==> config.mk <==
export PLATFORM = sky130hd
export DESIGN_NAME = eci_rot_cell
export DESIGN_NICKNAME = d
export VERILOG_FILES = /design/src/design/eci_pkg.sv /design/src/design/eci_rot_cell.sv
export SDC_FILE = /design/constraint.sdc
export NUM_CORES = 1
export LEC_CHECK = 0
export BUFFER_PORTS_ARGS = -buffer_cell sky130_fd_sc_hd__buf_2
export CORE_AREA = 2 2 237 239
export CTS_CLUSTER_DIAMETER = 50
export DETAILED_ROUTE_END_ITERATION = 8
export DIE_AREA = 0 0 239 241
export GPL_ROUTABILITY_DRIVEN = 0
export PLACE_DENSITY = 0.61
export SYNTH_ARGS = -nofsm -noshare
export SYNTH_HDL_FRONTEND = slang
export SYNTH_SLANG_ARGS = --single-unit
==> constraint.sdc <==
create_clock -name clk -period 0.9 [get_ports clk]
set_input_delay 0.135 -clock clk [delete_from_list [all_inputs] [get_ports clk]]
set_output_delay 0.135 -clock clk [all_outputs]
set_load 0.05 [all_outputs]
==> src/design/eci_pkg.sv <==
package eci_pkg;

	// Datapath widths.
	localparam int VW    = 52;  // vectoring x/y, Q16 metres
	localparam int AW    = 34;  // angles, units of pi/2^31
	localparam int RW    = 34;  // sine rotation x/y, Q30
	localparam int RHO_W = 49;  // equatorial distance, Q16 metres
	localparam int AC_W  = 40;  // a*C, Q16 metres

	localparam int SQRT_STEPS = 32;
	localparam int DIV_STEPS  = 31;

	localparam logic [31:0]          INV_GAIN_Q32 = 32'd2608131496;
	localparam logic signed [RW-1:0] INV_GAIN_Q30 = 34'sd652032874;
	localparam logic [31:0]          RATE_LO      = 32'd2730362134;
	localparam logic [31:0]          RATE_HI      = 32'd45;
	localparam logic signed [AW-1:0] PI_ANG       = 34'sd2147483648;
	localparam logic signed [AW-1:0] HALF_ANG     = 34'sd1073741824;
	localparam logic [31:0]          DIV_SEED     = 32'h20000000;

	localparam int CFG_AW = 2;
	localparam logic [CFG_AW-1:0] REG_GMST = 2'd0;
	localparam logic [CFG_AW-1:0] REG_SEMI = 2'd1;
	localparam logic [CFG_AW-1:0] REG_ECC  = 2'd2;

	// Per-word side data that travels down the whole pipeline.
	typedef struct packed {
		logic                axis;
		logic                zpos;
		logic                zneg;
		logic [31:0]         lon;
		logic [RHO_W-1:0]    rho;
		logic signed [47:0]  z16;
		logic [30:0]         us;
		logic                sneg;
		logic [AC_W-1:0]     ac16;
	} item_t;

	function automatic logic [31:0] atan_entry(input int idx);
		logic [31:0] r;
		case (idx)
			0: r = 32'h20000000;  1: r = 32'h12E4051E;  2: r = 32'h09FB385B;
			3: r = 32'h051111D4;  4: r = 32'h028B0D43;  5: r = 32'h0145D7E1;
			6: r = 32'h00A2F61E;  7: r = 32'h00517C55;  8: r = 32'h0028BE53;
			9: r = 32'h00145F2F; 10: r = 32'h000A2F98; 11: r = 32'h000517CC;
			12: r = 32'h00028BE6; 13: r = 32'h000145F3; 14: r = 32'h0000A2FA;
			15: r = 32'h0000517D; 16: r = 32'h000028BE; 17: r = 32'h0000145F;
			18: r = 32'h00000A30; 19: r = 32'h00000518; 20: r = 32'h0000028C;
			21: r = 32'h00000146; 22: r = 32'h000000A3; 23: r = 32'h00000051;
			24: r = 32'h00000029; 25: r = 32'h00000014; 26: r = 32'h0000000A;
			27: r = 32'h00000005; 28: r = 32'h00000003; 29: r = 32'h00000001;
			30: r = 32'h00000001;
			default: r = 32'h00000000;
		endcase
		return r;
	endfunction

endpackage

==> src/design/eci_rot_cell.sv <==
module eci_rot_cell import eci_pkg::*; #(
	parameter int STAGE = 0,
	parameter int W = 34
) (
	input  logic                clk,
	input  logic                arst_n,
	input  logic                en,
	input  logic                vi,
	input  logic signed [W-1:0] xi,
	input  logic signed [W-1:0] yi,
	input  logic signed [AW-1:0] ai,
	input  item_t               ii,
	output logic                vo,
	output logic signed [W-1:0] xo,
	output logic signed [W-1:0] yo,
	output logic signed [AW-1:0] ao,
	output item_t               io
);
	localparam logic signed [AW-1:0] ATAN = AW'(atan_entry(STAGE));

	logic signed [W-1:0] dx, dy;
	assign dx = yi >>> STAGE;
	assign dy = xi >>> STAGE;

	always_ff @(posedge clk or negedge arst_n) begin
		if (!arst_n) begin
			vo <= 1'b0;
		end else if (en) begin
			vo <= vi;
		end
	end

	// Rotate the vector to drive the residual angle toward zero.
	always_ff @(posedge clk) begin
		if (en) begin
			io <= ii;
			if (!ai[AW-1]) begin
				xo <= xi - dx;
				yo <= yi + dy;
				ao <= ai - ATAN;
			end else begin
				xo <= xi + dx;
				yo <= yi - dy;
				ao <= ai + ATAN;
			end
		end
	end
endmodule

# == After elaboration in Yosys (flattened, before gate mapping) ==
# Cells that the tools add are included.
# Widths: inputs -> output; s select.
# totals
ff_bits,307
output_inout_bits,307
elab_cells,21
input_bits,310
# classes
add_sub_neg,5
muxes,3
# op_table
cell,count
$mux 34,3
$sub 34x34->34,2
$add 34x31->34 const B,1
$add 34x34->34,1
$sub 34x31->34 const B,1

# == Depth between registers and ports, before layout ==
# logic_depth
word_depth,2
mapped_depth,13
ltp_nobuf,12

# == Worst setup path before layout ==
# No wires, ideal clock.
# synth_path
kind,in2reg
startpoint,input xi[0]
endpoint,"register xo[30], data pin"
stages,11
path_buffers,0
setup_slack_ns,-1.805
setup_ns,0.268
arrival_time_ns,2.438
required_ns,0.632
path_cell_list,ha_1 > fa_1 > nor2b_2 > o21ai_1 > a2111oi_1 > or3_1 > a311o_1 > a31o_1 > a31oi_2 > o32ai_1 > xnor2_1
# synth_via
elab_chain_len,2
elab_cells_between_ends,3
classes_between,add/sub (2); mux (1)
# synth_lines
element,line_no,text
start: declaration,eci_rot_cell.sv:9,"input logic signed [W-1:0] xi,"
$sub 34x34->34 or $add 34x34->34 (tied branches),"eci_rot_cell.sv:38, eci_rot_cell.sv:42",
$mux 34 (*),eci_rot_cell.sv:37,if (!ai[AW-1]) begin
end signal: assignment,eci_rot_cell.sv:38,xo <= xi - dx;
end signal: assignment,eci_rot_cell.sv:42,xo <= xi + dx;
end: declaration,eci_rot_cell.sv:14,"output logic signed [W-1:0] xo,"
# Every way passes the cells marked *; elsewhere a longest branch is shown, timed or not.
# A chain may end at the register's enable or synchronous reset.

# == Worst setup path after layout ==
# layout_path
startpoint,input xi[0]
endpoint,"register yo[28], data pin"
# layout_via
elab_chain_len,2
elab_cells_between_ends,3
classes_between,add/sub (2); mux (1)
# layout_lines
element,line_no,text
$add 34x34->34 or $sub 34x34->34 (tied branches),"eci_rot_cell.sv:39, eci_rot_cell.sv:43",
$mux 34 (*),eci_rot_cell.sv:37,
end signal: assignment,eci_rot_cell.sv:39,yo <= yi + dy;
end signal: assignment,eci_rot_cell.sv:43,yo <= yi - dy;
end: declaration,eci_rot_cell.sv:15,"output logic signed [W-1:0] yo,"
# Marked as above.

==> results.md <==
* Seq pwr share at 32.9%
* WP data required at 1.21 ns
* Final WL at 83.50 mm
* Cts bufs inserted at 44
* Layout cells sized above 1 at 55.88%
* Largest net degree at the start of global routing at 53
* Buf+Inv Stages, Crit Path at 2
* Final design utilization at 56.31%
* Fin crit share at 266.0%
* WP data arrival at 2.70 ns
* CP Max Fanout at 3
* Row cnt at 86
* First-pass GRT wire length at 112.7 mm
* Top delay family on crit path: compound AO/OA/AOI/OAI gates
* Clk Latency, worst-skew pair at 0.56 ns
* Detail Placement HPWL at 60.16 mm
* Final Cell Area at 30,900 µm²
* CTS tree: built
* Post-synth cell types at 72
* DRC violations left at 0
* Register Area at 9185 µm²
* Pleak at 13.29 nW
* Area contributors post-synth: edfxtp_1 60%, ha_1 8.4%, a21oi_1 3.9%
* PwrDens at 1814 nW/µm²
* Sequential area share after synthesis at 60.13%
* CP Cell Sequence: buf_12 > buf_6 > ha_4 > fa_2 > nand3b_1 > nand2_2 > a21oi_4 > o311ai_4 > a221o_1 > a41oi_2 > a31o_1 > a31oi_1 > xnor2_1
* MaxCap Viol Count at 0
* Crit-path max cell delay at 0.35 ns
* Synth async-reset ratio at 0.3268%
* Synth Register Bits at 306
* Power Internal at 0.03600 W
* Syn_area_per_cell at 12.23 µm²
* Mapped Nets at 1,665
* FMAX at 417.7 MHz
* Die X at 239 µm
* Peak VDD IR at 1.556 mV
* Clock H-tree levels at 2
* Nets at 2,951
* Vias in the first global route at 16,616
* Worst-path clk slew at 0.06 ns
* Initial antenna violation count at 16
* WHS at 0.01528 ns
* Post-Syn Area at 15,270 µm²
* Combinational share of power at 36.2%
* Cell count after synthesis at 1,249
* Syn-to-layout area delta at 102.3%
* Ys Warns at 0
* Post-Place Cell Area at 22,820 µm²
* Place WS at -2.284 ns
* Type of origin of the critical path: input pin
* Initial Utilization at 27.83%
* Root Driver: clkbuf_16
* Most frequent cells in the layout: 370 x buf_6, 357 x buf_4, 305 x edfxtp_1
* Core box area at 54,880 µm²
* Post-synth top area share at 59.97%
* Worst clock skew at 0 ns
* Total global-route track usage at 27.19%
* # IOs at 617
* Relative slew slack at 57.34%
* Clock share of power at 30.8%
* Post-route ant nets at 0
* DR vias/cell at 4.959
* Synth Flop Type: edfxtp_1
* Yosys top cell by area: edfxtp_1
* Number of iterations in the first detailed-routing pass at 5
* Worst Hold Class: in -> reg
* Most common cell after layout, fill and taps aside: buf_6
* I/O Buffers at 616
* Number of synthesized flops with an enable pin at 305
* Switching power at 0.02005 W
* Setup TNS at -178.74 ns
* Initial DRC count at 1,208
* Final Hold Viols at 0
* Worst setup margin at -1.494 ns
* Clk buf depth at 3
* RSZ-0062 raised after global routing: true
* Clock Sinks at 306
* Outcome: complete, but fails checks
* R2R setup slack at 0.11 ns
* Fin. max-slew vios at 0
* Area of the multi-input gates at 7604 µm²
* Fill cells at 4,304
* Final setup fails at 373
* CP max-delay cell: a221o_1
* Min Clock Period, post-route at 2.394 ns
* Worst-margin pin slew at 0.6386 ns
* Via Count at 16,286
* Critical path class: in -> reg
* WL per Instance at 25.43 µm
* Die Ht at 241 µm
* Die area at 57,600 µm²
* GRT overflow at 0
* Failing checks: setup timing
* CP Capture Type: flip-flop
* Sw frac at 35.76%
==> layout make-up <==
type | count | share of cell area [%]
Tap cell | 704 | 2.851
Multi-Input combinational cell | 794 | 24.61
Timing Repair Buffer | 1286 | 36.54
Sequential cell | 306 | 29.73
Clock buffer | 50 | 3.705
Inverter | 103 | 1.547
Antenna cell | 12 | 0.09718
Clock inverter | 29 | 0.9273
==> metrics by stage <==
step                std cells  power [W]
finish                   3284    0.05605
global route             3275    0.05758
CTS                      3244    0.05489
detailed placement       2897    0.03352
global placement         2897    0.03349
floorplan                1249    0.02715
==> kinds of logic after synthesis <==
kind of cell | count (synthesis) | synth area share, %
DFF | 306 | 60.13
xor gates and xnor gates | 63 | 3.613
muxes | 15 | 0.9995
buffers and inverters | 149 | 3.769
adders and majority gates | 106 | 8.881
AOI/OAI and AO/OA | 340 | 14.40
and+or+nand+nor | 270 | 8.201
==> state kept, by name, indices dropped and copies added, names as in the netlist <==
register and cells:
io 204, yo 33, vo 1, xo 34, ao 34
==> synth_stat cells (3+ instances only) <==
cell,number
a211oi_1,10
nand3b_1,3
o221ai_1,4
a21oi_1,118
o31ai_1,12
a21o_1,27
o21a_1,5
nand2_1,68
nor2_1,95
a211o_1,7
a31o_2,4
nor4_1,7
a31oi_1,9
nand3_1,16
edfxtp_1,305
mux2i_1,13
o21bai_1,19
buf_1,9
nor2b_1,14
nand2b_1,8
o21ai_1,13
a2111oi_0,4
xnor2_1,58
o41ai_1,6
buf_2,7
nor3_1,22
inv_1,99
fa_1,4
o31a_1,3
and3_1,6
nand4_1,9
and2_1,5
o211ai_1,4
o21ai_0,60
or3_1,9
xor2_1,5
ha_1,102
inv_2,3
clkbuf_1,28
==> per-layer routing <==
layer	vias up	GRT usage [%]	part of all wire (%)
li1	7198	-	-
met1	7865	31.17	37
met2	952	45.13	47
met3	257	8.281	8.8
met4	14	15.74	6.6
met5	-	0	0.11
==> repair_timing <==
item,in CTS,in global routing
endpoints found under the setup margin,371,373
hold endpoints to repair,240,0
pin swaps,107,128
buffers inserted,39,41
hold buffers,239,0
gates resized for setup,855,157
==> power groups by stage <==
stage	Sequential, W	Combinational, W	Clock, W
6_report	0.0185	0.0203	0.0173
3_5_place_dp	0.0183	0.0153	0
4_1_cts	0.0184	0.0192	0.0173
5_1_grt	0.0185	0.0210	0.0180
2_1_floorplan	0.0231	0.00404	0
3_3_place_gp	0.0183	0.0152	0
==> worst paths after layout <==
| check | startpoint | end | cells past startpoint |
|---|---|---|---|
| worst max-delay path | xi[0] | yo[28] | 13 |
| worst min-delay path | ai[32] | ao[33] | 3 |
| worst max register to register | vo | vo | 1 |
| worst min register to register | vo | vo | 1 |
| max in group asynchronous | arst_n | vo | 3 |
| min in group asynchronous | arst_n | vo | 3 |
No activity file was read; power rests on OpenSTA's default activity.
