**src/design/eci_pkg.sv**
```systemverilog
package eci_pkg;

	// Datapath widths.
	localparam int VW    = 52;  // vectoring x/y, Q16 metres
	localparam int AW    = 34;  // angles, units of pi/2^31
	localparam int RW    = 34;  // sine rotation x/y, Q30
	localparam int RHO_W = 49;  // equatorial distance, Q16 metres
	localparam int AC_W  = 40;  // a*C, Q16 metres

	localparam int SQRT_STEPS = 32;
	localparam int DIV_STEPS  = 31;

	localparam logic [31:0]          INV_GAIN_Q32 = 32'd2608131496;
	localparam logic signed [RW-1:0] INV_GAIN_Q30 = 34'sd652032874;
	localparam logic [31:0]          RATE_LO      = 32'd2730362134;
	localparam logic [31:0]          RATE_HI      = 32'd45;
	localparam logic signed [AW-1:0] PI_ANG       = 34'sd2147483648;
	localparam logic signed [AW-1:0] HALF_ANG     = 34'sd1073741824;
	localparam logic [31:0]          DIV_SEED     = 32'h20000000;

	localparam int CFG_AW = 2;
	localparam logic [CFG_AW-1:0] REG_GMST = 2'd0;
	localparam logic [CFG_AW-1:0] REG_SEMI = 2'd1;
	localparam logic [CFG_AW-1:0] REG_ECC  = 2'd2;

	// Per-word side data that travels down the whole pipeline.
	typedef struct packed {
		logic                axis;
		logic                zpos;
		logic                zneg;
		logic [31:0]         lon;
		logic [RHO_W-1:0]    rho;
		logic signed [47:0]  z16;
		logic [30:0]         us;
		logic                sneg;
		logic [AC_W-1:0]     ac16;
	} item_t;

	function automatic logic [31:0] atan_entry(input int idx);
		logic [31:0] r;
		case (idx)
			0: r = 32'h20000000;  1: r = 32'h12E4051E;  2: r = 32'h09FB385B;
			3: r = 32'h051111D4;  4: r = 32'h028B0D43;  5: r = 32'h0145D7E1;
			6: r = 32'h00A2F61E;  7: r = 32'h00517C55;  8: r = 32'h0028BE53;
			9: r = 32'h00145F2F; 10: r = 32'h000A2F98; 11: r = 32'h000517CC;
			12: r = 32'h00028BE6; 13: r = 32'h000145F3; 14: r = 32'h0000A2FA;
			15: r = 32'h0000517D; 16: r = 32'h000028BE; 17: r = 32'h0000145F;
			18: r = 32'h00000A30; 19: r = 32'h00000518; 20: r = 32'h0000028C;
			21: r = 32'h00000146; 22: r = 32'h000000A3; 23: r = 32'h00000051;
			24: r = 32'h00000029; 25: r = 32'h00000014; 26: r = 32'h0000000A;
			27: r = 32'h00000005; 28: r = 32'h00000003; 29: r = 32'h00000001;
			30: r = 32'h00000001;
			default: r = 32'h00000000;
		endcase
		return r;
	endfunction

endpackage

```
**src/design/eci_vec_cell.sv**
```systemverilog
module eci_vec_cell import eci_pkg::*; #(
	parameter int STAGE = 0,
	parameter int W = 52
) (
	input  logic                clk,
	input  logic                arst_n,
	input  logic                en,
	input  logic                vi,
	input  logic signed [W-1:0] xi,
	input  logic signed [W-1:0] yi,
	input  logic signed [AW-1:0] ai,
	input  item_t               ii,
	output logic                vo,
	output logic signed [W-1:0] xo,
	output logic signed [W-1:0] yo,
	output logic signed [AW-1:0] ao,
	output item_t               io
);
	localparam logic signed [AW-1:0] ATAN = AW'(atan_entry(STAGE));

	logic signed [W-1:0] dx, dy;
	assign dx = yi >>> STAGE;
	assign dy = xi >>> STAGE;

	always_ff @(posedge clk or negedge arst_n) begin
		if (!arst_n) begin
			vo <= 1'b0;
		end else if (en) begin
			vo <= vi;
		end
	end

	// Drive y toward zero; the angle collects the rotation applied.
	always_ff @(posedge clk) begin
		if (en) begin
			io <= ii;
			if (!yi[W-1]) begin
				xo <= xi + dx;
				yo <= yi - dy;
				ao <= ai + ATAN;
			end else begin
				xo <= xi - dx;
				yo <= yi + dy;
				ao <= ai - ATAN;
			end
		end
	end
endmodule

```
**config.mk**
```make
export PLATFORM = sky130hd
export DESIGN_NAME = eci_vec_cell
export DESIGN_NICKNAME = d
export VERILOG_FILES = /design/src/design/eci_pkg.sv /design/src/design/eci_vec_cell.sv
export SDC_FILE = /design/constraint.sdc
export NUM_CORES = 1
export LEC_CHECK = 0
export BUFFER_PORTS_ARGS = -buffer_cell sky130_fd_sc_hd__buf_2
export CORE_AREA = 2 2 271 273
export CTS_CLUSTER_DIAMETER = 40
export CTS_CLUSTER_SIZE = 16
export DETAILED_ROUTE_END_ITERATION = 12
export DIE_AREA = 0 0 273 275
export GPL_ROUTABILITY_DRIVEN = 0
export HOLD_SLACK_MARGIN = 0.12
export PLACE_DENSITY = 0.62
export SYNTH_ARGS = -nofsm -noshare
export SYNTH_HDL_FRONTEND = slang
export SYNTH_SLANG_ARGS = --single-unit
```
**constraint.sdc**
```tcl
create_clock -name clk -period 0.8 [get_ports clk]
set_input_delay 0.24 -clock clk [delete_from_list [all_inputs] [get_ports clk]]
set_output_delay 0.24 -clock clk [all_outputs]
set_load 0.02 [all_outputs]
```
# ---- Yosys cells after proc, flatten, opt, wreduce, memory -nomap -nowiden
# Index checks and enable logic that the tools add are counted.
dict set report totals {
  register_bits 343
  output_inout_bits 343
  word_cells 21
}
dict set report op_classes {
  addsub 5
  mux 3
}
# cell count
set op_table {}
lappend op_table {{two-way mux 52 bit} 2}
lappend op_table {{subtractor 52 bit} 2}
lappend op_table {{adder 52 bit} 1}
lappend op_table {{adder 34 x 31 -> 34 bit, second input constant} 1}
lappend op_table {{two-way mux 34 bit} 1}
lappend op_table {{subtractor 34 x 31 -> 34 bit, second input constant} 1}

# ---- Depth between registers and ports, before layout
dict set report logic_depth {
  word_depth 2
  depth_mapped 13
  ltp_nobuf 13
}

# ---- Worst setup path before layout
# Ideal clock, no wire load.
dict set report synth_path {
  kind {in2reg}
  from {input xi[28]}
  to {register xo[49] (data pin)}
  t_arrival_ns 2.741
  required_ns 0.531
  setup_slack_ns -2.210
  stages 12
  path_buffers 0
  path_cell_list {inv_1 > ha_1 > or2_4 > or3_4 > nor4b_2 > nand2_1 > a211o_1 > and3_4 > o41a_1 > o211ai_2 > a21oi_1 > xor2_1}
}
dict set report synth_via {
  elab_chain_cells 2
}
# element line
set synth_lines {}
lappend synth_lines {{start, declared} eci_vec_cell.sv:9} ;# input logic signed [W-1:0] xi,
lappend synth_lines {{adder 52 bit / subtractor 52 bit (equally long branches)} {eci_vec_cell.sv:38, eci_vec_cell.sv:42}}
lappend synth_lines {{two-way mux 52 bit (*)} eci_vec_cell.sv:37} ;# if (!yi[W-1]) begin
lappend synth_lines {{end signal, assigned} eci_vec_cell.sv:38} ;# xo <= xi + dx;
lappend synth_lines {{end signal, assigned} eci_vec_cell.sv:42} ;# xo <= xi - dx;
lappend synth_lines {{end, declared} eci_vec_cell.sv:14} ;# output logic signed [W-1:0] xo,
# Every way passes the cells marked *; elsewhere a longest branch is shown, timed or not.
# A chain may end at the register's enable or synchronous reset.

# ---- Worst setup path in the final report
dict set report layout_path {
  from {input xi[8]}
  to {register yo[49] (data pin)}
}
dict set report layout_via {
  elab_chain_cells 2
}
# element line
set layout_lines {}
lappend layout_lines {{subtractor 52 bit / adder 52 bit (equally long branches)} {eci_vec_cell.sv:39, eci_vec_cell.sv:43}}
lappend layout_lines {{two-way mux 52 bit (*)} eci_vec_cell.sv:37}
lappend layout_lines {{end signal, assigned} eci_vec_cell.sv:39} ;# yo <= yi - dy;
lappend layout_lines {{end signal, assigned} eci_vec_cell.sv:43} ;# yo <= yi + dy;
lappend layout_lines {{end, declared} eci_vec_cell.sv:15} ;# output logic signed [W-1:0] yo,
# Marked as above.

==> flow_summary.ini <==
[outcome]
status = finished with violations
failed_checks = setup timing

[global_routing]
gr-total-overflow = 0
grt.total_usage_pct = 27.3
antenna_found_initial = 20
grt_pass1_wl_mm = 150
grt_start_max_net_pins = 35
first_global_vias = 22700

[finish]
area_growth_syn_to_layout_pct = 98.6
fin_nets = 4073
drive_gt1_share_pct = 55.4
fillerInstances = 5880

[clocking]
cts_tree = done
clkTransAtPathRegs_ns = 0.05
cts.hold.buffers_added = 239
cts_buffers = 57
clkLatencyLatePin_ns = 0.60
clockBufferDepth = 3
clkSinkCount = 342
htreeDepth = 2
cts-root-buf = clkbuf_16

[sta]
fin_crit_ns = 2.76
max_slew_margin_pct = 46.3
fin_ws_ns = -1.96
skew_ns = 0
max_freq_mhz = 362
slew_violations = 0
setup_violations = 791
tightest_slew_ns = 0.801
hold_viol_final = 0
rsz0062_at_grt = true
finalCritPeriodShare_pct = 346

[power_and_ir_drop]
finalPower_uw = 76900
power_density_nw_per_um2 = 1930
p_sw_uw = 25400
max-vdd-ir-drop_uv = 1590
clkPwrFrac_pct = 34.8
power_leakage_uw = 0.0176
seqPwrFrac_pct = 30.6
internal-power_uw = 51500
p_comb_share_pct = 34.7
p_sw_share_pct = 33.0

[floorplan]
start_util_pct = 27.8
die_x_microns = 273
num_io_pins = 689
core_sq_um = 72300
die_h_microns = 275
dieArea_sq_um = 75100
rows = 99

[logic_synthesis]
syn_area_sq_um = 20100
synth_top_family_by_area = compound AO/OA/AOI/OAI gates
synth.distinct_cells = 87
synthAdderAreaFrac_pct = 11.0
netlist_top_cells_area = edfxtp_1, ha_1, a21oi_1
yosysWarnings = 0
netlist_instances = 1857
yosysTopAreaCellShare_pct = 50.9
synth_enable_flop_cells = 341
synth_top_area_cell = edfxtp_1
synth_fp_nets = 2377
synth_top_flop_cell = edfxtp_1
yosys.area_share.simple_pct = 9.85
synth.area.mux_share_pct = 1.41
synth_compound_area_share_pct = 17.5
postSynthAreaPerCell_sq_um = 10.8
synth_seq_cells = 342
async_reset_ff_share_pct = 0.292
synth_xor_area_share_pct = 4.53
ys_seq_area_share_pct = 51.0

[routing]
antenna_left = 0
drt_iter0_markers = 1954
routed_wl_mm = 113
routedWlPerCell_microns = 24.6
vias_per_cell = 5.02
drt_pass1_iterations = 5
met3_wirelength_mm = 9.41
drc = 0
met2_length_mm = 54.0
wl_met1_mm = 41.3
via_count = 23000
top_layer_used = met5

[setup_path]
worstPathRequired_ns = 1.14
r2r_slack_ns = 0.03
path_cells = buf_12 > inv_12 > ha_4 > or2_4 > or3_4 > buf_6 > a211oi_4 > nor3_4 > a211o_1 > and3_4 > o41a_1 > o211ai_2 > a21oi_2 > xor2_1
cp-end-kind = flop
reg2regPathDepth = 1
crit_path_start_kind = input port
slowest_delay_ns = 0.47
worst-setup-path-type = in2reg
crit_arrival_ns = 3.10
critical_path_peak_fanout = 4
endpoint = yo[49]
crit_buf_inv = 3
crit_family = compound AO/OA/AOI/OAI gates
r2r-start = vo
cp_num_cells = 14
cp_slowest_cell = o41a_1
regToRegEndpoint = vo
startpoint = xi[8]

[place]
post-dp-hpwl_mm = 84.5
dp_slack_ns = -2.79
io_buffers = 688

[worst_hold_path]
whs_path_depth = 3
min_path_type = in2reg

[flow_run]
maxCapViolCount = 0
-- worst min-delay path by stage --
stage	slack (ns)	start	end
2_1_floorplan	-0.06	arst_n	vo
3_3_place_gp	0.05	arst_n	vo
3_5_place_dp	0.05	arst_n	vo
4_1_cts	0.02	yi[0]	xo[0]
5_1_grt	0.05	yi[0]	xo[0]
6_report	0.06	yi[0]	xo[0]
-- cell usage after synthesis, types with 7 or more instances --
| library cell | instances |
|---|---|
| o211ai_1 | 10 |
| o21a_1 | 26 |
| mux2i_1 | 26 |
| or3_1 | 9 |
| o31ai_1 | 32 |
| or2_2 | 7 |
| nor4_1 | 13 |
| nand3_1 | 27 |
| and2_1 | 8 |
| nand4_1 | 20 |
| a21oi_1 | 202 |
| o21bai_1 | 38 |
| a21o_1 | 27 |
| nor3_1 | 34 |
| ha_1 | 170 |
| o21ai_0 | 101 |
| a211oi_1 | 12 |
| o2111ai_1 | 8 |
| xnor2_1 | 94 |
| edfxtp_1 | 341 |
| clkbuf_1 | 35 |
| buf_2 | 21 |
| nor2_1 | 145 |
| nand2_1 | 97 |
| inv_1 | 162 |
| nor2b_1 | 18 |
| a2111oi_0 | 8 |
| nand2b_1 | 12 |
| a31oi_1 | 17 |
| buf_1 | 13 |
| xor2_1 | 10 |
-- state kept, by name, summed over array words and instances, names as in the netlist --
signal / flops
ao: 34
io: 204
yo: 51
vo: 1
xo: 52
-- stage by stage --
stage | instance area [sq um] | setup TNS [ns] | utilization [%] | hold slack, ns | instances
after CTS | 37100 | -514.52 | 51.3 | 0.0227 | 4513
after detailed placement | 30400 | -317.16 | 42.0 | 0.0454 | 4118
after floorplan | 20700 | -155.52 | - | -0.0556 | 1857
after global routing | 39900 | -546.28 | 55.2 | 0.0472 | 4570
after global placement | 30400 | -314.44 | 42.0 | 0.0454 | 4118
final | 40000 | -531.84 | 55.2 | 0.0613 | 4576
-- cells by family after synthesis --
group                    Yosys count
AO/OA/AOI/OAI                    553
AND/OR/NAND/NOR                  416
multiplexers                      28
adder cells (fa/ha/maj)          174
flip-flops                       342
buffers and inverters            240
XOR/XNOR                         104
-- power groups by stage --
stage	clock network [uW]	logic [uW]	registers, uW
after floorplan	0	6530	25600
after global placement	0	19500	23500
after detailed placement	0	19600	23400
after CTS	27000	23000	23100
after global routing	27800	27800	23600
final	26800	26700	23500
-- cell type report --
type	count	area [sq um]	share of cell area [%]
clock inverter	48	629	1.58
clock buffer	60	1460	3.65
sequential	342	10300	25.7
timing repair buffer	1709	13800	34.6
inverter	168	699	1.75
tap	959	1200	3.00
multi-input combinational	1275	11800	29.6
antenna	15	37.5	0.0939
-- placed cells by master (no fill, tap or decap), drive strengths merged, types with 7 or more instances in the layout --
master,synthesis,layout
buf,37,1470
o21ai,103,103
a21o,27,27
clkinv,4,19
edfxtp,341,341
ha,170,170
bufinv,0,9
or2,9,9
dlygate4sd3,0,239
inv,164,180
mux2i,26,26
o2111ai,8,8
o21bai,39,39
o211ai,11,11
nor4,13,13
nand3,27,27
a21boi,7,7
a2111oi,9,9
a31oi,18,18
o21a,26,26
clkinvlp,0,8
xor2,10,10
o31ai,33,33
and3,7,7
nand2b,12,12
diode,0,15
nor2b,18,18
xnor2,94,94
nor3,37,37
a211oi,15,15
a21oi,203,203
nand4,20,20
nand2,97,97
or3,11,11
clkbuf,35,60
and2,8,8
nor2,145,145
-- worst min-delay path, stage by stage --
cell and delay (ns):
buf_12 0.10, ha_4 0.12, inv_1 0.03
-- routing by layer --
layer	vias to the layer above	GRT usage [%]
met2	1337	45.8
met1	11100	32.3
met4	6	16.4
met3	336	5.59
met5	-	0
li1	10200	-
-- repair_timing --
item / 4_1_cts / 5_1_grt
endpoints found under the setup margin: 447 / 791
endpoints found under the hold margin: 248 / 2
gates resized for setup: 391 / 752
pin swaps: 146 / 146
gates cloned: 0 / 0
setup buffers: 59 / 73
Note: power is estimated with default switching activity, not from simulation.
