`config.mk`:
```
export PLATFORM = sky130hd
export DESIGN_NAME = eci_sqrt_cell
export DESIGN_NICKNAME = d
export VERILOG_FILES = /design/src/design/eci_pkg.sv /design/src/design/eci_sqrt_cell.sv
export SDC_FILE = /design/constraint.sdc
export NUM_CORES = 1
export LEC_CHECK = 0
export BUFFER_PORTS_ARGS = -buffer_cell sky130_fd_sc_hd__buf_2
export CORE_AREA = 2 2 258 260
export DETAILED_ROUTE_END_ITERATION = 12
export DIE_AREA = 0 0 260 262
export PLACE_DENSITY = 0.5
export SYNTH_ARGS = -nofsm -noshare
export SYNTH_HDL_FRONTEND = slang
export SYNTH_SLANG_ARGS = --single-unit
```
`constraint.sdc`:
```
create_clock -name clk -period 2 [get_ports clk]
set_clock_uncertainty 0.15 [all_clocks]
set_input_delay 0 -clock clk [delete_from_list [all_inputs] [get_ports clk]]
set_output_delay 0 -clock clk [all_outputs]
set_load 0.03 [all_outputs]
```
`src/design/eci_pkg.sv`:
```
package eci_pkg;

	// Datapath widths.
	localparam int VW    = 52;  // vectoring x/y, Q16 metres
	localparam int AW    = 34;  // angles, units of pi/2^31
	localparam int RW    = 34;  // sine rotation x/y, Q30
	localparam int RHO_W = 49;  // equatorial distance, Q16 metres
	localparam int AC_W  = 40;  // a*C, Q16 metres

	localparam int SQRT_STEPS = 32;
	localparam int DIV_STEPS  = 31;

	localparam logic [31:0]          INV_GAIN_Q32 = 32'd2608131496;
	localparam logic signed [RW-1:0] INV_GAIN_Q30 = 34'sd652032874;
	localparam logic [31:0]          RATE_LO      = 32'd2730362134;
	localparam logic [31:0]          RATE_HI      = 32'd45;
	localparam logic signed [AW-1:0] PI_ANG       = 34'sd2147483648;
	localparam logic signed [AW-1:0] HALF_ANG     = 34'sd1073741824;
	localparam logic [31:0]          DIV_SEED     = 32'h20000000;

	localparam int CFG_AW = 2;
	localparam logic [CFG_AW-1:0] REG_GMST = 2'd0;
	localparam logic [CFG_AW-1:0] REG_SEMI = 2'd1;
	localparam logic [CFG_AW-1:0] REG_ECC  = 2'd2;

	// Per-word side data that travels down the whole pipeline.
	typedef struct packed {
		logic                axis;
		logic                zpos;
		logic                zneg;
		logic [31:0]         lon;
		logic [RHO_W-1:0]    rho;
		logic signed [47:0]  z16;
		logic [30:0]         us;
		logic                sneg;
		logic [AC_W-1:0]     ac16;
	} item_t;

	function automatic logic [31:0] atan_entry(input int idx);
		logic [31:0] r;
		case (idx)
			0: r = 32'h20000000;  1: r = 32'h12E4051E;  2: r = 32'h09FB385B;
			3: r = 32'h051111D4;  4: r = 32'h028B0D43;  5: r = 32'h0145D7E1;
			6: r = 32'h00A2F61E;  7: r = 32'h00517C55;  8: r = 32'h0028BE53;
			9: r = 32'h00145F2F; 10: r = 32'h000A2F98; 11: r = 32'h000517CC;
			12: r = 32'h00028BE6; 13: r = 32'h000145F3; 14: r = 32'h0000A2FA;
			15: r = 32'h0000517D; 16: r = 32'h000028BE; 17: r = 32'h0000145F;
			18: r = 32'h00000A30; 19: r = 32'h00000518; 20: r = 32'h0000028C;
			21: r = 32'h00000146; 22: r = 32'h000000A3; 23: r = 32'h00000051;
			24: r = 32'h00000029; 25: r = 32'h00000014; 26: r = 32'h0000000A;
			27: r = 32'h00000005; 28: r = 32'h00000003; 29: r = 32'h00000001;
			30: r = 32'h00000001;
			default: r = 32'h00000000;
		endcase
		return r;
	endfunction

endpackage

```
`src/design/eci_sqrt_cell.sv`:
```
module eci_sqrt_cell import eci_pkg::*; #(
	parameter int STAGE = 0
) (
	input  logic        clk,
	input  logic        arst_n,
	input  logic        en,
	input  logic        vi,
	input  logic [62:0] rem_i,
	input  logic [62:0] root_i,
	input  item_t       ii,
	output logic        vo,
	output logic [62:0] rem_o,
	output logic [62:0] root_o,
	output item_t       io
);
	localparam logic [62:0] BIT = 63'(1) << (62 - 2 * STAGE);

	logic [62:0] trial;
	assign trial = root_i + BIT;

	always_ff @(posedge clk or negedge arst_n) begin
		if (!arst_n) begin
			vo <= 1'b0;
		end else if (en) begin
			vo <= vi;
		end
	end

	// One result bit per cell, digit by digit.
	always_ff @(posedge clk) begin
		if (en) begin
			io <= ii;
			if (rem_i >= trial) begin
				rem_o  <= rem_i - trial;
				root_o <= (root_i >> 1) + BIT;
			end else begin
				rem_o  <= rem_i;
				root_o <= root_i >> 1;
			end
		end
	end
endmodule

```
* After elaboration in Yosys (flattened, before gate mapping) *
Cells that the tools add are included.
Widths: inputs -> output; s select.

operators by class
  multiplexer cells = 2
  order comparisons = 1
  add/subtract/negate cells = 3

operator list
  kind                    count
  $add 62x63->63 const B  1
  $add 63x63->63 const B  1
  $ge 63x63->1            1
  $mux 63                 1
  $sub 63x63->63          1
  $mux 62                 1

storage, ports and cells
  logic and storage cells = 19
  bits in registers = 331

* Longest topological paths before layout *
Gate-level depths: netlist of run 1.

  depth after elaboration = 3
  mapped depth = 15
  mapped depth without buffers = 13

* Worst setup path before layout of run 1 *
No wires, ideal clock.

  path kind = in2reg
  start = input rem_i[0]
  end = register rem_o[56], data pin
  stages = 13
  data required time = 1.590 ns
  setup slack = -1.173 ns
  arrival time = 2.763 ns
  path through = inv_1 ha_1 inv_1 fa_1 a21o_1 a311oi_1 o41ai_1 o311a_1 o211ai_2 nand2_1 a2111oi_0 a211oi_1 mux2_4

on the way
  word-level cells in the longest chain between the ends = 2
  elaborated cells between the ends (all ways) = 3
  those cells by class = add/sub: 1; order compare: 1; mux: 1

RTL lines
  what                                            RTL line                                  source
  from (decl)                                     eci_sqrt_cell.sv:8                        input logic [62:0] rem_i,
  $sub 63x63->63 or $ge 63x63->1 (tied branches)  eci_sqrt_cell.sv:34, eci_sqrt_cell.sv:33
  $mux 63 *                                       eci_sqrt_cell.sv:33                       if (rem_i >= trial) begin
  to (signal assigned)                            eci_sqrt_cell.sv:34                       rem_o <= rem_i - trial;
  to (signal assigned)                            eci_sqrt_cell.sv:37                       rem_o <= rem_i;
  to (decl)                                       eci_sqrt_cell.sv:12                       output logic [62:0] rem_o,

Every way passes the cells marked *; elsewhere a longest branch is shown, timed or not.
A chain may end at the register's enable or synchronous reset.

* Final worst setup path of run 1 *
  start = input rem_i[0]
  end = register rem_o[22], data pin

The elaborated chain is that of the path after synthesis.

==> results of run 1 <==
[sequential cells by signal, summed over array words and instances (netlist names)]
register	flops
vo	1
root_o	63
io	204
rem_o	63
[worst paths after layout]
kind                           start        end  slack, ps  depth (start not counted)
max                         rem_i[0]  rem_o[22]       -630                         17
min reg2reg                       vo         vo        900                          2
min in group asynchronous     arst_n         vo        160                          3
max in group asynchronous     arst_n         vo       1440                          3
min                        rem_i[21]  rem_o[21]       -380                          2
max reg2reg                       vo         vo        560                          2
[logic make-up after synthesis]
kind of cell	Yosys count	synth area share (%)
xor+xnor	49	2.82
compound gates	255	11.4
mux	57	5.16
simple gates	196	6.11
buf+inv	126	3.87
fa+ha+maj	65	5.39
flops	331	65.3
[critical path, delay by kind of cell]
| family | cells | cell delay, ps |
|---|---|---|
| compound gates | 6 | 1250 |
| simple gates | 1 | 60 |
| buf+inv | 6 | 620 |
| fa+ha+maj | 2 | 500 |
| xor+xnor | 1 | 90 |
| mux | 1 | 250 |
[cells in the final DEF (no fill, tap or decap), drive strengths merged, types with 3 or more instances in the layout]
cell and count:
o211ai 7, nor2 47, a21boi 9, xor2 16
o31ai 9, inv 103, o21ai 47, and3b 5
bufinv 6, mux2 49, ha 64, buf 1026
nand4 13, a31o 3, o21a 7, clkinvlp 9
nor4 5, a31oi 7, mux2i 8, a21oi 81
clkbuf 41, xnor2 33, nand2b 6, a211oi 9
clkinv 15, nor3 11, a2111oi 3, o21bai 12
nand3 21, dlygate4sd3 473, a221oi 3, diode 9
nand2 64, and3 12, edfxtp 330, or3 3
and2 3, a21o 38, o211a 3
[through the flow]
| stage | TNS, ps | worst slack (ps) | std cells |
|---|---|---|---|
| 3_5_place_dp | -78300 | -1580 | 2905 |
| 6_report | -31420 | -625 | 3499 |
| 2_1_floorplan | -49680 | -853 | 1079 |
| 4_1_cts | -27700 | -589 | 3459 |
| 3_3_place_gp | -76690 | -1510 | 2905 |
| 5_1_grt | -36610 | -732 | 3496 |
[where the power goes]
group | switching [W] | internal [W]
logic | 0.00366 | 0.00299
registers | 0.000205 | 0.00838
clock network | 0.00315 | 0.00447
total | 0.00702 | 0.0158
[layer usage]
| metal | track usage (%) | share of wire, % | vias up | wire length (um) |
|---|---|---|---|---|
| met3 | 4.09 | 5.6 | 138 | 4040 |
| met4 | 11.1 | 5.5 | 6 | 3980 |
| met5 | 0 | 0.060 | - | 43 |
| li1 | - | - | 7099 | - |
| met2 | 37.1 | 52 | 544 | 37700 |
| met1 | 20.9 | 36 | 7328 | 26000 |
[cell type report]
cell class	count	area share [%]
flip-flops and latches	331	33.7
clock buffers	41	3.41
multi-input cells	622	18.7
clock inverters	29	1.16
repair inverters	7	0.526
well taps	864	3.67
repair buffers	1499	37.4
diodes	9	0.0764
inverters	97	1.38
[timing repair]
| action | 4_1_cts | 5_1_grt |
|---|---|---|
| hold buffers | 462 | 11 |
| setup buffers | 21 | 18 |
| hold endpoints to repair | 526 | 12 |
| gates resized for setup | 136 | 53 |
| pin swaps | 39 | 24 |
| endpoints found under the setup margin | 64 | 64 |
| cloned | 4 | 3 |
==> reports/results.ini, run 1 <==
[status]
outcome = finished, violations left
violations = negative hold slack, negative setup slack

[place]
post_dp_cell_area_sq_um = 22200
gp_congestion = 0.863
hpwl_mm = 51.7
portBuffers = 664

[worst_setup_path]
crit_path_cell_trace = buf_8 > inv_8 > ha_4 > inv_2 > fa_2 > a21o_1 > a311oi_2 > buf_4 > o41ai_4 > o311a_4 > buf_12 > o21ai_4 > buf_6 > nand2_2 > a21oi_2 > xnor2_1 > mux2_4
cp.arrival_ps = 2790
worst-setup-path-type = in -> reg
startpoint_type = input pin
cp.required_ps = 2160
cp_slowest_cell = fa_2
max_stage_delay_ps = 390
crit_fanout = 4
endpoint_kind = register

[floorplanning]
die_x_um = 260
dieArea_sq_um = 68100
coreArea_sq_um = 65300
num_io_pins = 665
initial_core_util_pct = 23.3
rows = 94
die_y_um = 262

[route]
wirelength_mm = 71.7
dr.pass1.iters = 5
vias_per_cell = 4.32
drc = 0
drt_iter0_markers = 900
drtAntennaViolNets = 0
wl_per_cell_um = 20.5
vias = 15115

[yosys]
netlist_area_sq_um = 15200
synth_edf_count = 330
yosysSeqAreaShare_pct = 65.3
async_flop_share_pct = 0.302
synth_warnings = 0
ys_ff_latch = 331
netlist_top_cells_area = edfxtp_1 (65%), ha_1 (5.3%), mux2_4 (4.0%), a21oi_1 (2.6%), inv_1 (2.4%)
syn_inst = 1079
yosysUniqueCellTypes = 70
synthFlopType = edfxtp_1
synth_area_leader_cell = edfxtp_1
avgSynthCellArea_sq_um = 14.1
synth_top_area_share_pct = 65.1
synth_fp_nets = 1478
synth_most_common_cell = edfxtp_1
synthTopCellsByCount = edfxtp_1 (330), inv_1 (96), a21oi_1 (80)

[global_routing]
overflow = 0
grt_max_degree = 49
antenna_found_initial = 13
grt_pass1_vias = 16428
grt_pass1_wl_mm = 101
track_usage_pct = 19.9

[flow_run]
drv_cap = 0

[hold_path]
hold_path.class = in -> reg

[layout]
fillCellCount = 6007
finalNetCount = 2996
syn_to_final_growth_pct = 93.6
final_util_pct = 45.2
multiInputGateArea_sq_um = 5500
drive_gt1_share_pct = 48.9
seq_area_sq_um = 9930
stdcell_area_sq_um = 29500

[clocking]
cts_buffers = 39
path_clk_slew_ps = 60
h-tree-depth = 2
cts.sinks = 331
cts_tree = yes
insertion_delay_ps = 550
cts-root-buf = clkbuf_16
cts_buffer_depth = 3

[timing]
relSlewSlack_pct = 60.5
rsz0062_at_grt = yes
hold-worst-slack_ps = -376
fmax_ghz = 0.381
worst_slew_pin_slew_ps = 586
slew_viol_final = 0
finalHoldViolCount = 3
min_period_over_period_pct = 131
setup_viol = 64
setup_slack_ps = -625
min_period_ps = 2630

[pwr]
leakagePower_nw = 13.1
total_power_w = 0.0229
p_per_area_nw_per_um2 = 776
peakVddDrop_v = 0.000581

Note: power is estimated with default switching activity, not from simulation.
==> inputs of run 2 (changes only) <==
Settings changed: CTS_CLUSTER_SIZE set to 14, HOLD_SLACK_MARGIN set to 0.1, RECOVER_POWER set to 50.
==> run 2 against run 1 <==
  * The run still ends with negative hold slack, negative setup slack left
  * Power grew 1.2%
  * Sequential power about the same
  * Non-clock buffer count grew 111
  * Flip-flop and latch count unchanged
  * Largest power group unchanged
  * Fmax shrank 0.32%
  * Via count grew 3.6%
  * Critical endpoint is now rem_o[46]
  * Hold slack lost 140 ps
  * Largest cell class unchanged
  * Die area is the same
  * Final area increased by 3.7%
  * Clock-buffer cell count stayed put
  * Cell count grew 3.1%
==> reports/results.ini, run 2 (synthesis results as in run 1) <==
[layout]
regMostFlops = io
stdcell_area_sq_um = 30600  ; +3.7%
seq_area_sq_um = 9930  ; unchanged
drive_gt1_share_pct = 44.9  ; -4.0 points
final_cells = 3608  ; +3.1%
largest_reg_flops = 204  ; unchanged
final_cell_mix = buf_2 (610), dlygate4sd3_1 (586), edfxtp_1 (330)
multiInputGateArea_sq_um = 5600  ; +1.8%
largestRegisters = io (204), rem_o (63), root_o (63)
finalNetCount = 3106  ; +3.7%
final_common_cell = buf_2
fillCellCount = 5925  ; -1.4%
syn_to_final_growth_pct = 101

[pwr]
peakVddDrop_v = 0.000590  ; +1.4%
power.internal_w = 0.0161  ; +1.6%
p_clk_share_pct = 33.2  ; about the same
seqPwrFrac_pct = 37.1  ; -0.5 points
share_comb_of_total_power_pct = 29.7  ; +0.6 points
leakagePower_nw = 13.5  ; +2.6%
p_sw_share_pct = 30.5  ; -0.25 points
p_sw_w = 0.00705  ; +0.41%
p_per_area_nw_per_um2 = 757  ; -2.4%

[place]
gp_congestion = 0.863  ; unchanged
post_dp_cell_area_sq_um = 22200  ; unchanged
hpwl_mm = 51.7  ; unchanged
dpl_worst_slack_ps = -1580  ; unchanged
place_inst = 2905  ; unchanged
portBuffers = 664  ; unchanged

[route]
wl_met3_mm = 4.35  ; +7.7%
wl_met1_mm = 26.2  ; +0.55%
drc = 0  ; unchanged
dr.pass1.iters = 5  ; unchanged
wl_per_cell_um = 20.3  ; -1.2%
wl_met2_mm = 39.0  ; +3.6%
drt_iter0_markers = 987  ; +9.7%
wirelength_mm = 73.1  ; +1.9%
vias_per_cell = 4.34  ; +0.45%
routed.top_layer = met5
vias = 15656  ; +3.6%
drtAntennaViolNets = 0  ; unchanged

[worst_setup_path]
startpoint_type = input pin
max_stage_delay_ps = 390  ; about the same
crit_fanout = 5  ; +1
cp_slowest_cell = fa_2
cp.required_ps = 2160  ; about the same
worst-setup-path-type = in -> reg
r2r_slack_ps = 550  ; about the same
endpoint_kind = register
cp.arrival_ps = 2800  ; about the same
crit_path_cell_trace = buf_8 > inv_8 > ha_4 > inv_2 > fa_2 > a21o_1 > a311oi_2 > buf_4 > o41ai_4 > o311a_4 > o211ai_4 > nand2_4 > buf_4 > a31oi_4 > xnor2_1 > mux2_4
path_common_cell = buf_4

[global_routing]
grt_pass1_vias = 17060  ; +3.8%
grt_max_degree = 49  ; unchanged
grt_pass1_wl_mm = 104  ; +2.5%
overflow = 0  ; unchanged
track_usage_pct = 20.4  ; +0.46 points
antenna_found_initial = 11  ; -2

[floorplanning]
dieArea_sq_um = 68100  ; unchanged
die_y_um = 262  ; unchanged
num_io_pins = 665  ; unchanged
initial_core_util_pct = 23.3  ; unchanged
rows = 94  ; unchanged
coreArea_sq_um = 65300  ; unchanged
die_x_um = 260  ; unchanged

[clocking]
h-tree-depth = 2  ; unchanged
cts_buffer_depth = 3  ; unchanged
path_clk_slew_ps = 60  ; about the same
cts.sinks = 331  ; unchanged
cts-root-buf = clkbuf_16
cts_tree = yes
insertion_delay_ps = 560  ; about the same
cts_buffers = 39  ; unchanged

[flow_run]
drv_cap = 0  ; unchanged

[timing]
min_period_ps = 2630  ; +8.55 ps
setup_viol = 200  ; +210%
slew_viol_final = 0  ; unchanged
min_period_over_period_pct = 132  ; +0.43 points
finalHoldViolCount = 28  ; +25
worst_slew_pin_slew_ps = 799  ; +213 ps
setup_slack_ps = -634  ; -8.55 ps
fmax_ghz = 0.380  ; -0.32%
relSlewSlack_pct = 46.7  ; -14 points
rsz0062_at_grt = yes
hold-worst-slack_ps = -517  ; -141 ps

[status]
violations = negative hold slack, negative setup slack
outcome = finished, violations left

[hold_path]
hold_path.class = in -> reg

==> run 2: cell count changes in the layout (fill, tap and decap cells not counted), sizes merged <==
cell	previous run	this run
dlygate4sd3	473	586
buf	1026	959
clkbuf	41	105
clkinv	15	20
clkinvlp	9	5
inv	103	100
bufinv	6	7
diode	9	8
dlymetal6s4s	0	1
==> run 2: what timing repair did <==
| item | CTS | global route |
|---|---|---|
| buffers inserted | 26 | 12 |
| cloned | 7 | 0 |
| pin swaps | 62 | 28 |
| resized for setup | 184 | 35 |
| hold buffers | 579 | 10 |
| setup endpoints to repair | 64 | 64 |
| hold endpoints to repair | 661 | 36 |
==> run 2: area by class of cell <==
type	instances	area share, %
flip-flops and latches	331	32.5
diodes	8	0.0655
clock inverters	29	1.13
inverters	97	1.38
well taps	864	3.54
repair inverters	6	0.524
clock buffers	41	3.29
multi-input cells	622	18.3
repair buffers	1610	39.3
==> run 2: power by group through the flow <==
stage               Clock [W]  Combinational (W)  Sequential [W]
floorplan                   0            0.00162          0.0100
global placement            0            0.00536         0.00871
detailed placement          0            0.00539         0.00870
CTS                   0.00787            0.00681         0.00857
global route          0.00812            0.00727         0.00864
finish                0.00768            0.00687         0.00859
==> run 2: through the flow <==
| stage | utilization, % | TNS [ps] | total power [W] | hold slack [ps] |
|---|---|---|---|---|
| after CTS | 46.6 | -24890 | 0.0232 | -573 |
| final | 46.8 | -50250 | 0.0231 | -517 |
| after global placement | 34.0 | -76690 | 0.0141 | -372 |
| after floorplan | - | -49680 | 0.0116 | -446 |
| after global routing | 46.8 | -59300 | 0.0240 | -539 |
| after detailed placement | 34.0 | -78300 | 0.0141 | -369 |
==> run 2: path summary, 6_finish.rpt <==
| check | start | endpoint | depth (start not counted) |
|---|---|---|---|
| min reg2reg | vo | vo | 2 |
| max reg2reg | vo | vo | 2 |
| max in group asynchronous | arst_n | vo | 3 |
| min in group asynchronous | arst_n | vo | 3 |
| min | root_i[46] | root_o[45] | 1 |
| max | rem_i[0] | rem_o[46] | 16 |
==> run 2: worst max-delay path: cells and delay by family <==
family,cells,cell delay [ps]
buffers and inverters,5,510
AND/OR/NAND/NOR,1,120
XOR/XNOR,1,80
AO/OA/AOI/OAI,6,1310
multiplexers,1,250
adder cells (fa/ha/maj),2,500
==> run 2: layer usage <==
| layer | track usage, % | vias to the layer above |
|---|---|---|
| met5 | 0 | - |
| met4 | 9.96 | 6 |
| met3 | 4.37 | 139 |
| met2 | 38.7 | 575 |
| met1 | 21.1 | 7606 |
| li1 | - | 7330 |
